### config.mk
export PLATFORM = sky130hd
export DESIGN_NAME = frame_pinned_lru_cache_policy
export DESIGN_NICKNAME = d
export VERILOG_FILES = /design/src/rtl/fplru_pkg.sv /design/src/rtl/fplru_scan_unit.sv /design/src/rtl/frame_pinned_lru_cache_policy.sv
export SDC_FILE = /design/constraint.sdc
export NUM_CORES = 2
export LEC_CHECK = 0
export ABC_AREA = 1
export BUFFER_PORTS_ARGS = -buffer_cell sky130_fd_sc_hd__buf_2
export CAP_MARGIN = 20
export CORE_MARGIN = 2
export CORE_UTILIZATION = 49
export CTS_CLUSTER_DIAMETER = 50
export DETAILED_ROUTE_END_ITERATION = 12
export HOLD_SLACK_MARGIN = 0.06
export RECOVER_POWER = 100
export SKIP_LAST_GASP = 1
export SLEW_MARGIN = 20
export SYNTH_ARGS = -nofsm -noshare
export SYNTH_HDL_FRONTEND = slang
export SYNTH_SLANG_ARGS = --single-unit
### constraint.sdc
create_clock -name i_clk -period 8.35 [get_ports i_clk]
set_input_delay 2.0875 -clock i_clk [delete_from_list [all_inputs] [get_ports i_clk]]
set_output_delay 2.0875 -clock i_clk [all_outputs]
set_load 0.05 [all_outputs]
### src/rtl/fplru_pkg.sv
`timescale 1ns / 1ps
`default_nettype none
// ----------------------------------------------------------------------------
// fplru_pkg
// Types and constants shared by the frame-pinned LRU cache policy modules.
// ----------------------------------------------------------------------------
package fplru_pkg;

    // operation codes
    localparam logic [1:0] OP_TICK    = 2'd0;
    localparam logic [1:0] OP_ACQUIRE = 2'd1;
    localparam logic [1:0] OP_RESEED  = 2'd2;

    localparam int unsigned EIU_W = 5;
    localparam logic [EIU_W-1:0] EIU_RESET = 5'd16;

    localparam int unsigned SLOT_W  = 32;
    localparam int unsigned STAMP_W = 32;
    localparam int unsigned SEED_W  = 64;
    localparam int unsigned INDEX_W = 4;

    // one stored cache entry (valid bit held separately)
    typedef struct packed {
        logic               layer;
        logic [SLOT_W-1:0]  slot;
        logic [STAMP_W-1:0] stamp;
    } t_entry;

    // running victim choice during a scan
    typedef struct packed {
        logic               have;
        logic               valid;
        logic [STAMP_W-1:0] stamp;
    } t_pick;

    // per-entry decision from the compare unit
    typedef struct packed {
        logic hit;
        logic take;
    } t_scan_dec;

endpackage
`default_nettype wire

### src/rtl/fplru_scan_unit.sv
`timescale 1ns / 1ps
`default_nettype none
// ----------------------------------------------------------------------------
// fplru_scan_unit
// Shared compare unit: judges one entry per cycle against the requested tag,
// the current frame and the victim picked so far.
// ----------------------------------------------------------------------------
module fplru_scan_unit (
    input  wire fplru_pkg::t_entry             i_entry,
    input  wire logic                          i_entry_valid,
    input  wire logic                          i_layer,
    input  wire logic [fplru_pkg::SLOT_W-1:0]  i_slot,
    input  wire logic [fplru_pkg::STAMP_W-1:0] i_frame,
    input  wire fplru_pkg::t_pick              i_pick,
    output fplru_pkg::t_scan_dec               o_dec
);
    import fplru_pkg::*;

    logic w_match;
    logic w_pinned;
    logic w_older;

    // tag match, pin check and stamp age compare
    assign w_match  = i_entry_valid && (i_entry.layer == i_layer) && (i_entry.slot == i_slot);
    assign w_pinned = i_entry_valid && (i_entry.stamp == i_frame);
    assign w_older  = i_pick.valid && (i_entry.stamp < i_pick.stamp);

    always_comb begin
        o_dec.hit  = w_match;
        o_dec.take = !w_match && !w_pinned && (!i_pick.have || !i_entry_valid || w_older);
    end

endmodule
`default_nettype wire

### src/rtl/frame_pinned_lru_cache_policy.sv
`timescale 1ns / 1ps
`default_nettype none
// ----------------------------------------------------------------------------
// frame_pinned_lru_cache_policy
// Fully associative tag cache with LRU replacement; entries used in the
// current frame are pinned against eviction.
// ----------------------------------------------------------------------------
// Usage: an item is taken when i_start is high and o_busy is low. Frame tick,
// reseed and unused codes answer in the next cycle. An acquire walks the
// first N = min(entries_in_use, ENTRIES) entries through one compare unit,
// one entry per cycle, reading the entry memory through its single registered
// read port; the walk ends early on a hit, and when N is zero the acquire
// answers in the next cycle without a walk. o_busy is high while the walk is
// on. Each result shows for one cycle with o_done; the receiver cannot stall,
// and a new item may be started in the cycle a result is shown.
// ----------------------------------------------------------------------------
module frame_pinned_lru_cache_policy #(
    parameter int unsigned ENTRIES = 16
) (
    input  wire logic                           i_clk,
    input  wire logic                           i_rst_n,
    input  wire logic                           i_start,
    output      logic                           o_busy,
    input  wire logic [1:0]                     i_operation,
    input  wire logic                           i_layer,
    input  wire logic signed [fplru_pkg::SLOT_W-1:0] i_slot,
    input  wire logic [fplru_pkg::SEED_W-1:0]   i_new_seed,
    input  wire logic                           i_cfg_wr_en,
    input  wire logic [fplru_pkg::EIU_W-1:0]    i_cfg_wr_data,
    output      logic                           o_done,
    output      logic                           o_found,
    output      logic                           o_hit,
    output      logic [fplru_pkg::INDEX_W-1:0]  o_entry_index,
    output      logic                           o_flushed
);
    import fplru_pkg::*;

    localparam int unsigned IW  = (ENTRIES > 1) ? $clog2(ENTRIES) : 1;
    localparam int unsigned CW  = $clog2(ENTRIES + 1);
    localparam int unsigned LW  = (CW > EIU_W) ? CW : EIU_W;

    typedef enum logic {
        S_IDLE,
        S_SCAN
    } t_state;

    t_state r_state, n_state;

    logic [EIU_W-1:0]   r_eiu;
    logic [STAMP_W-1:0] r_frame, n_frame;
    logic [SEED_W-1:0]  r_seed, n_seed;
    logic [ENTRIES-1:0] r_valid, n_valid;
    logic [IW-1:0]      r_idx, n_idx;
    logic               r_layer, n_layer;
    logic [SLOT_W-1:0]  r_slot, n_slot;
    t_pick              r_pick, n_pick;
    logic [IW-1:0]      r_pick_idx, n_pick_idx;

    logic               n_done, n_found, n_hit, n_flushed;
    logic [INDEX_W-1:0] n_entry_index;

    // entry memory
    t_entry             r_mem [ENTRIES];
    t_entry             r_rd_data;
    logic [IW-1:0]      w_rd_addr;
    logic               w_wr_en;
    logic [IW-1:0]      w_wr_addr;
    t_entry             w_wr_data;

    logic               w_accept;
    logic [LW-1:0]      w_eiu_ext;
    logic [LW-1:0]      w_limit;
    logic               w_last;
    logic               w_cur_valid;
    t_scan_dec          w_dec;

    // effective scan limit
    assign w_eiu_ext = LW'(r_eiu);
    assign w_limit   = (w_eiu_ext > LW'(ENTRIES)) ? LW'(ENTRIES) : w_eiu_ext;

    assign w_accept    = i_start && (r_state == S_IDLE);
    assign w_last      = (LW'(r_idx) + LW'(1)) == w_limit;
    assign w_cur_valid = r_valid[r_idx];
    assign w_rd_addr   = (r_state == S_IDLE) ? '0 : r_idx + IW'(1);

    // compare unit
    fplru_scan_unit u_scan (
        .i_entry       (r_rd_data),
        .i_entry_valid (w_cur_valid),
        .i_layer       (r_layer),
        .i_slot        (r_slot),
        .i_frame       (r_frame),
        .i_pick        (r_pick),
        .o_dec         (w_dec)
    );

    // sequencer next state
    always_comb begin
        n_state       = r_state;
        n_frame       = r_frame;
        n_seed        = r_seed;
        n_valid       = r_valid;
        n_idx         = r_idx;
        n_layer       = r_layer;
        n_slot        = r_slot;
        n_pick        = r_pick;
        n_pick_idx    = r_pick_idx;
        n_done        = 1'b0;
        n_found       = 1'b0;
        n_hit         = 1'b0;
        n_flushed     = 1'b0;
        n_entry_index = '0;
        w_wr_en       = 1'b0;
        w_wr_addr     = r_idx;
        w_wr_data.layer = r_layer;
        w_wr_data.slot  = r_slot;
        w_wr_data.stamp = r_frame;

        unique case (r_state)
            S_IDLE: begin
                if (w_accept) begin
                    n_layer = i_layer;
                    n_slot  = i_slot;
                    n_idx   = '0;
                    n_pick  = '0;
                    n_pick_idx = '0;
                    case (i_operation)
                        OP_TICK: begin
                            n_frame = r_frame + STAMP_W'(1);
                            n_done  = 1'b1;
                        end
                        OP_ACQUIRE: begin
                            if (w_limit == '0) begin
                                n_done = 1'b1;
                            end else begin
                                n_state = S_SCAN;
                            end
                        end
                        OP_RESEED: begin
                            n_done = 1'b1;
                            if (i_new_seed != r_seed) begin
                                n_seed    = i_new_seed;
                                n_valid   = '0;
                                n_flushed = 1'b1;
                            end
                        end
                        default: begin
                            n_done = 1'b1;
                        end
                    endcase
                end
            end
            S_SCAN: begin
                n_idx = r_idx + IW'(1);
                if (w_dec.take) begin
                    n_pick.have  = 1'b1;
                    n_pick.valid = w_cur_valid;
                    n_pick.stamp = r_rd_data.stamp;
                    n_pick_idx   = r_idx;
                end
                if (w_dec.hit) begin
                    // restamp the matching entry
                    w_wr_en       = 1'b1;
                    w_wr_addr     = r_idx;
                    n_done        = 1'b1;
                    n_found       = 1'b1;
                    n_hit         = 1'b1;
                    n_entry_index = INDEX_W'(r_idx);
                    n_state       = S_IDLE;
                end else if (w_last) begin
                    // claim the victim, if any
                    n_done  = 1'b1;
                    n_state = S_IDLE;
                    if (n_pick.have) begin
                        w_wr_en              = 1'b1;
                        w_wr_addr            = n_pick_idx;
                        n_valid[n_pick_idx]  = 1'b1;
                        n_found              = 1'b1;
                        n_entry_index        = INDEX_W'(n_pick_idx);
                    end
                end
            end
            default: begin
                n_state = S_IDLE;
            end
        endcase
    end

    // state and registered outputs
    always_ff @(posedge i_clk) begin
        if (!i_rst_n) begin
            r_state       <= S_IDLE;
            r_eiu         <= EIU_RESET;
            r_frame       <= '0;
            r_seed        <= '0;
            r_valid       <= '0;
            o_done        <= 1'b0;
            o_found       <= 1'b0;
            o_hit         <= 1'b0;
            o_entry_index <= '0;
            o_flushed     <= 1'b0;
        end else begin
            r_state       <= n_state;
            if (i_cfg_wr_en) begin
                r_eiu <= i_cfg_wr_data;
            end
            r_frame       <= n_frame;
            r_seed        <= n_seed;
            r_valid       <= n_valid;
            o_done        <= n_done;
            o_found       <= n_found;
            o_hit         <= n_hit;
            o_entry_index <= n_entry_index;
            o_flushed     <= n_flushed;
        end
        r_idx      <= n_idx;
        r_layer    <= n_layer;
        r_slot     <= n_slot;
        r_pick     <= n_pick;
        r_pick_idx <= n_pick_idx;
    end

    // entry memory: one write port, one registered read port
    always_ff @(posedge i_clk) begin
        if (w_wr_en) begin
            r_mem[w_wr_addr] <= w_wr_data;
        end
        r_rd_data <= r_mem[w_rd_addr];
    end

    assign o_busy = (r_state == S_SCAN);

`ifndef SYNTH
    // a hit is always a found entry
    a_hit_found: assert property (@(posedge i_clk) disable iff (!i_rst_n)
        o_done && o_hit |-> o_found)
        else $error("hit reported without found");

    // a flush never reports an entry
    a_flush_alone: assert property (@(posedge i_clk) disable iff (!i_rst_n)
        o_flushed |-> o_done && !o_found && !o_hit)
        else $error("flush mixed with acquire result");

    // an acquire with entries in use starts a scan
    a_acq_scan: assert property (@(posedge i_clk) disable iff (!i_rst_n)
        w_accept && (i_operation == OP_ACQUIRE) && (w_limit != '0) |=> o_busy)
        else $error("acquire did not start scan");

    // the scan stays inside the entries in use
    a_idx_range: assert property (@(posedge i_clk) disable iff (!i_rst_n)
        (r_state == S_SCAN) |-> (LW'(r_idx) < w_limit))
        else $error("scan index beyond limit");

    // end of scan always delivers a result
    a_scan_result: assert property (@(posedge i_clk) disable iff (!i_rst_n)
        $fell(o_busy) |-> o_done)
        else $error("scan ended without result");
`endif

endmodule
`default_nettype wire

Word-level counts from Yosys, hierarchy flattened
Memory sizes are Yosys's and may differ from the RTL's. A register that Yosys moved wholly into a read port is not among the register bits.
Cells that the tools add are included.
{ "classes": {"addsub": 3, "order_cmp": 5, "eq_ne": 14, "n_mux": 49, "bitwise_logic": 5, "reduce_logical": 23} }
{ "op_table": {"columns": ["op", "count"], "rows": [
  ["$mux 34", 3],
  ["$mux 16", 6],
  ["$pmux 34 s2", 1],
  ["$eq 32x32->1", 2],
  ["$ne 64x64->1", 1],
  ["$mux 4", 11],
  ["$add 32x1->32 const B", 1],
  ["$lt 32x32->1", 1],
  ["$pmux 16 s2", 1],
  ["$mux 1", 20],
  ["$or 16x16->16", 1],
  ["$pmux 4 s2", 2],
  ["$lt 4x5->1 const B", 2],
  ["$ne 2x1->1 const B", 5],
  ["$logic_and 1x1->1", 8],
  ["$reduce_and 2->1", 3],
  ["$reduce_and 6->1", 1],
  ["$add 4x1->5 const B", 1],
  ["$eq 5x5->1", 1],
  ["$gt 5x5->1 const B", 1],
  ["$logic_not 5->1", 1],
  ["$mux 5", 1],
  ["$add 4x1->4 const B", 1],
  ["$bmux 1 s4", 1],
  ["14 further kinds", 23]
]} }
{ "totals": {"ff_bits": 201, "ram_bits": 1040, "in_bits": 108, "elab_cells": 117, "mem_count": 1} }
{ "mem_list": {"columns": ["name", "depth", "width", "rd", "rd_ports_with_merged_regs", "wr", "line_no", "text"], "rows": [
  ["r_mem", 16, 65, 1, 1, 1, "frame_pinned_lru_cache_policy.sv:63", "t_entry r_mem [ENTRIES];"]
]} }

Longest topological paths before layout
{ "logic_depth": {"word_depth": 18, "mapped_depth": 22, "depth_no_buf": 21} }

Cells and area by module
Synthesis repeated with hierarchy kept, for this count alone.
{ "hier_totals": {"hier_cells": 4469, "area_unflattened_um2": 52659.3} }
{ "by_module_without_submodules": {"columns": ["module", "instances", "cells_per_inst", "area_each_um2"], "rows": [
  ["frame_pinned_lru_cache_policy", 1, 4062, 50532.2],
  ["fplru_scan_unit", 1, 407, 2127.0]
]} }

Worst setup path before layout
Ideal clock, no wire load.
{ "synth_path": {"path_type": "register -> register", "startpoint": "reg r_frame[11]", "endpoint": "mem r_mem[15][0] (netlist name) (enable)", "setup_ns": 0.488, "t_arrival_ns": 4.732, "setup_slack_ns": 3.130, "stages_incl_launch_ff": 18, "path_buffers": 1, "synth_period_minus_slack_ns": 5.220, "cell_sequence": "dfxtp_1 inv_1 nand2_1 nand4_1 nor2_1 nand2_1 nor2_1 nand2_1 nor2_2 nor2_4 nand2_4 buf_8 nand2_2 nand2_4 nand3_2 o21ai_2 nand2_1 nor2_1"} }
{ "synth_between": {"elab_chain_cells": 13} }
{ "synth_lines": {"columns": ["element", "line_no", "text"], "rows": [
  ["from (decl)", "frame_pinned_lru_cache_policy.sv:50", "logic [STAMP_W-1:0] r_frame, n_frame;"],
  ["from (signal assigned)", "frame_pinned_lru_cache_policy.sv:207", "r_frame <= n_frame;"],
  ["$eq 32x32->1 (*)", "fplru_scan_unit.sv:25", "assign w_pinned = i_entry_valid && (i_entry.stamp == i_frame);"],
  ["$logic_and 1x1->1 (*)", "fplru_scan_unit.sv:25", null],
  ["$logic_not 1->1 (*)", "fplru_scan_unit.sv:30", "o_dec.take = !w_match && !w_pinned && (!i_pick.have || !i_entry_valid || w_older);"],
  ["$logic_and 1x1->1 (*) (2 in series)", "fplru_scan_unit.sv:30", null],
  ["$mux 34", "frame_pinned_lru_cache_policy.sv:155", "if (w_dec.take) begin"],
  ["$mux 34", "frame_pinned_lru_cache_policy.sv:119", "unique case (r_state)"],
  ["$mux 1", "frame_pinned_lru_cache_policy.sv:174", "if (n_pick.have) begin"],
  ["$mux 1", "frame_pinned_lru_cache_policy.sv:170", "end else if (w_last) begin"],
  ["$mux 1", "frame_pinned_lru_cache_policy.sv:161", "if (w_dec.hit) begin"],
  ["$mux 1", null, null],
  ["$mux 1", "frame_pinned_lru_cache_policy.sv:225", "if (w_wr_en) begin"],
  ["$mux 1 (not written as such)", "frame_pinned_lru_cache_policy.sv:226", "r_mem[w_wr_addr] <= w_wr_data;"],
  ["to (decl)", "frame_pinned_lru_cache_policy.sv:63", null]
]} }
Mark *: on every way between the ends. The rest lies on a longest branch, timed or not. The select of a mux whose other input is x is not followed.

Worst setup path after layout
{ "layout_path": {"startpoint": "reg r_idx[0]", "endpoint": "mem r_mem[15][49] (netlist name) (enable)"} }
{ "layout_between": {"elab_chain_cells": 15} }
{ "layout_lines": {"columns": ["element", "line_no", "text"], "rows": [
  ["from (decl)", "frame_pinned_lru_cache_policy.sv:53", "logic [IW-1:0] r_idx, n_idx;"],
  ["from (signal assigned)", "frame_pinned_lru_cache_policy.sv:216", "r_idx <= n_idx;"],
  ["$bmux 1 s4", "frame_pinned_lru_cache_policy.sv:83", "assign w_cur_valid = r_valid[r_idx];"],
  ["$mux 1 (not written as such)", "frame_pinned_lru_cache_policy.sv:83", null],
  ["$logic_and 1x1->1 (2 in series)", "fplru_scan_unit.sv:24", "assign w_match = i_entry_valid && (i_entry.layer == i_layer) && (i_entry.slot == i_slot);"],
  ["$logic_not 1->1", "fplru_scan_unit.sv:30", null],
  ["$logic_and 1x1->1 (2 in series)", "fplru_scan_unit.sv:30", null],
  ["$mux 34", "frame_pinned_lru_cache_policy.sv:155", null],
  ["$mux 34", "frame_pinned_lru_cache_policy.sv:119", null],
  ["$mux 1", "frame_pinned_lru_cache_policy.sv:174", null],
  ["$mux 1", "frame_pinned_lru_cache_policy.sv:170", null],
  ["$mux 1", "frame_pinned_lru_cache_policy.sv:161", null],
  ["$mux 1", null, null],
  ["$mux 1", "frame_pinned_lru_cache_policy.sv:225", null],
  ["$mux 1 (not written as such)", "frame_pinned_lru_cache_policy.sv:226", null]
]} }
Parallel ways exist; a longest one is shown, timed or not. The select of a mux whose other input is x is not followed.

==> impl_metrics.yaml <==
synthesis:
  synth_seq_area_share_pct: 72.1
  postSynth.asyncResetShare_pct: 0
  yosys_warnings: 0
  syn_inst: 4229
  synth.most_common_cell: "edfxtp_1"
  synth_fp_nets: 4370
  synth-main-ff-cell: "edfxtp_1"
  synth_top_cell_by_area: "edfxtp_1"
  ys_types: 45
  synth_top_area_share_pct: 64.7
  ys_top_cells_by_count: "1115 x edfxtp_1, 676 x nor2_1, 526 x o21ai_0"
  ys_ff_latch: 1306
  avgSynthCellArea_sq_um: 12.2
  netlist_area_sq_um: 51700
  synthTopCellsByArea: "edfxtp_1 65%, dfxtp_1 7.4%, o21ai_0 5.1%, nor2_1 4.9%, nand2_1 3.0%"
  synth-edff-count: 1115
drt:
  wire_per_inst_um: 22.7
  ant_nets: 0
  drc: 0
  finalWirelength_mm: 132
  vias_per_cell: 5.75
  dr.pass1.iters: 5
  drt_iter0_drc: 3200
  vias: 33450
power_and_ir_drop:
  p_sw_share_pct: 21.7
  seq_power_share_pct: 51.3
  leakagePower_nw: 19.7
  p_comb_share_pct: 4.6
  p_clk_share_pct: 44.1
  vdd.ir_drop.worst_mv: 0.205
  powerDensity_nw_per_um2: 241
  switching_power_mw: 3.06
  p_int_mw: 11.0
cts:
  insertion_delay_ns: 0.74
  cts_buffers: 141
  cts.clk_slew.worst_paths_ns: 0.06
  postCtsResizedCells: 0
  root_buffer: "clkbuf_16"
  cts_tree: "done"
  cts_sinks: 1306
  htreeDepth: 4
  postCtsSetupBuffers: 0
  hold_buffers: 0
  clk_path_buf_depth: 3
placement:
  port_buffers: 116
  post-place-ws_ns: 3.10
  dpl_cell_area_sq_um: 53900
  place_hpwl_mm: 68.2
  gp_congestion: 0.869
finish:
  drive_above_1_share_pct: 9.11
  design_area_sq_um: 58300
  nets: 4450
  area_growth_pct: 12.7
  nFillCells: 8712
timing:
  rsz0062_at_grt: "false"
  totalNegativeSetupSlack_ns: 0
  period_share_pct: 76.4
  fmax_ghz: 0.157
  setup_viol: 0
  tightest_slew_ns: 3.66
  max-slew-margin-rel_pct: -144
  layout_setup_ws_ns: 1.97
  min_period_ns: 6.38
  slew_viol_final: 855
  finalClockSkew_ns: 0.0350
  hold_viol_final: 0
worst_setup_path:
  timing.rr.end: "r_mem[15][49]"
  rr_worst_depth: 14
  worst-setup-path-type: "flop to flop"
  required_ns: 8.66
  r2r_slack_ns: 1.97
  end_kind: "flop"
  arrival_ns: 6.69
  startpoint_type: "flop"
  path_max_fanout: 76
  rr_startpoint: "r_idx[0]"
grt:
  antenna_found_initial: 3
  grt_remaining_overflow: 0
  grt_pass1_vias: 32796
  grt_use_total_pct: 24.5
  grt_pass1_wl_mm: 201
  grt_max_degree: 192
floorplanning:
  rows: 119
  ios: 117
  initial_core_util_pct: 49.3
  core-area_sq_um: 105000
  die_width_um: 329
  fp.dieH_um: 329
  dieArea_sq_um: 108000
hold_path:
  hp-start: "r_valid[5]"
  min_to: "r_valid[5]"
  hold_class: "flop to flop"
  hold_depth: 2
status:
  outcome: "finished with violations"
  violations: "max-capacitance violations, max-slew violations"
run:
  max_cap_viol_count: 24
## worst max path at each step
stage | from | end | slack (ns) | cells after the start
final | r_idx[0] | r_mem[15][49] | 1.97 | 14
after global routing | r_idx[0] | r_mem[3][31] | 1.52 | 14
after CTS | r_idx[0] | r_mem[8][49] | 3.06 | 13
after detailed placement | r_idx[0] | r_mem[8][45] | 3.10 | 13
after global placement | r_slot[13] | r_mem[9][43] | 2.98 | 12
after floorplan | r_frame[11] | r_mem[15][0] | 3.13 | 17
## layout by cell type (no fill, tap or decap), drive strengths merged
cell,n
o211ai,115
xor2,12
and2,1
ha,33
nor2,683
buf,133
dfxtp,191
nor4,14
o21bai,1
diode,4
clkinvlp,2
a31oi,3
a21oi,61
nor3b,2
nand2b,1
o22ai,172
o221ai,146
clkinv,58
nand4,49
bufinv,12
clkbuf,225
or2,2
inv,289
xnor2,49
nor3,20
nand2,416
edfxtp,1115
o21ai,559
o21a,2
nand3,55
or3,2
## sequential cells by signal (all words and copies together), names as in the netlist, 4 cells and up
name / flops
o_entry_index: 4
r_eiu: 5
r_frame: 32
r_idx: 4
r_mem: 1040
r_pick: 34
r_pick_idx: 4
r_rd_data: 65
r_seed: 64
r_slot: 32
r_valid: 16
## stage by stage
| stage | util [%] | hold WS (ns) | power [mW] | instances |
|---|---|---|---|---|
| after floorplan | - | 0.430 | 7.75 | 4229 |
| after global placement | 51.3 | 0.442 | 7.99 | 5554 |
| after detailed placement | 51.3 | 0.442 | 8.00 | 5556 |
| after CTS | 55.7 | 0.450 | 14.2 | 5813 |
| after global routing | 55.6 | 0.471 | 14.5 | 5817 |
| final | 55.6 | 0.452 | 14.1 | 5818 |
## power groups by stage
stage | Clock (mW) | Combinational [mW] | Sequential (mW)
after floorplan | 0 | 0.436 | 7.31
after global placement | 0 | 0.645 | 7.34
after detailed placement | 0 | 0.651 | 7.35
after CTS | 6.31 | 0.655 | 7.21
after global routing | 6.55 | 0.722 | 7.22
final | 6.21 | 0.645 | 7.21
## area by class of cell
class / count / area, sq um / area share (%)
diodes: 4 / 10.0 / 0.0172
repair buffers: 178 / 1050 / 1.80
multi-input cells: 2398 / 12500 / 21.4
clock buffers: 180 / 3900 / 6.69
well taps: 1391 / 1740 / 2.98
inverters: 284 / 1080 / 1.86
flip-flops and latches: 1306 / 37300 / 64.0
clock inverters: 77 / 758 / 1.30
## routing by layer
metal | track usage (%) | wire length [um] | part of all wire (%) | up-vias
met1 | 33.6 | 57100 | 43 | 16627
met3 | 3.24 | 7230 | 5.5 | 232
met2 | 40.1 | 63900 | 48 | 1049
met4 | 8.90 | 4050 | 3.1 | 0
met5 | 0 | 0 | 0 | -
li1 | - | - | - | 15542
## cells by family after synthesis
family / Yosys count / share of synthesized area [%]
buffers and inverters: 525 / 3.91
AO/OA/AOI/OAI: 1059 / 12.4
XOR/XNOR: 61 / 1.03
AND/OR/NAND/NOR: 1245 / 9.74
adder cells (fa/ha/maj): 33 / 0.798
flip-flops: 1306 / 72.1
## worst max-delay path, stage by stage (launching register included)
cell and delay, ns:
edfxtp_1 0.61, buf_4 0.79, nor2_1 0.09, a21oi_1 0.15
nand3_1 0.08, nand3_1 0.12, nand2_1 0.13, nor2_1 0.14
nor2_1 0.08, nand2_1 0.47, o21ai_0 0.37, o21ai_0 0.37
nand2_1 0.27, nor2_4 0.68, clkbuf_1 1.53
No activity file was read; power rests on OpenSTA's default activity.
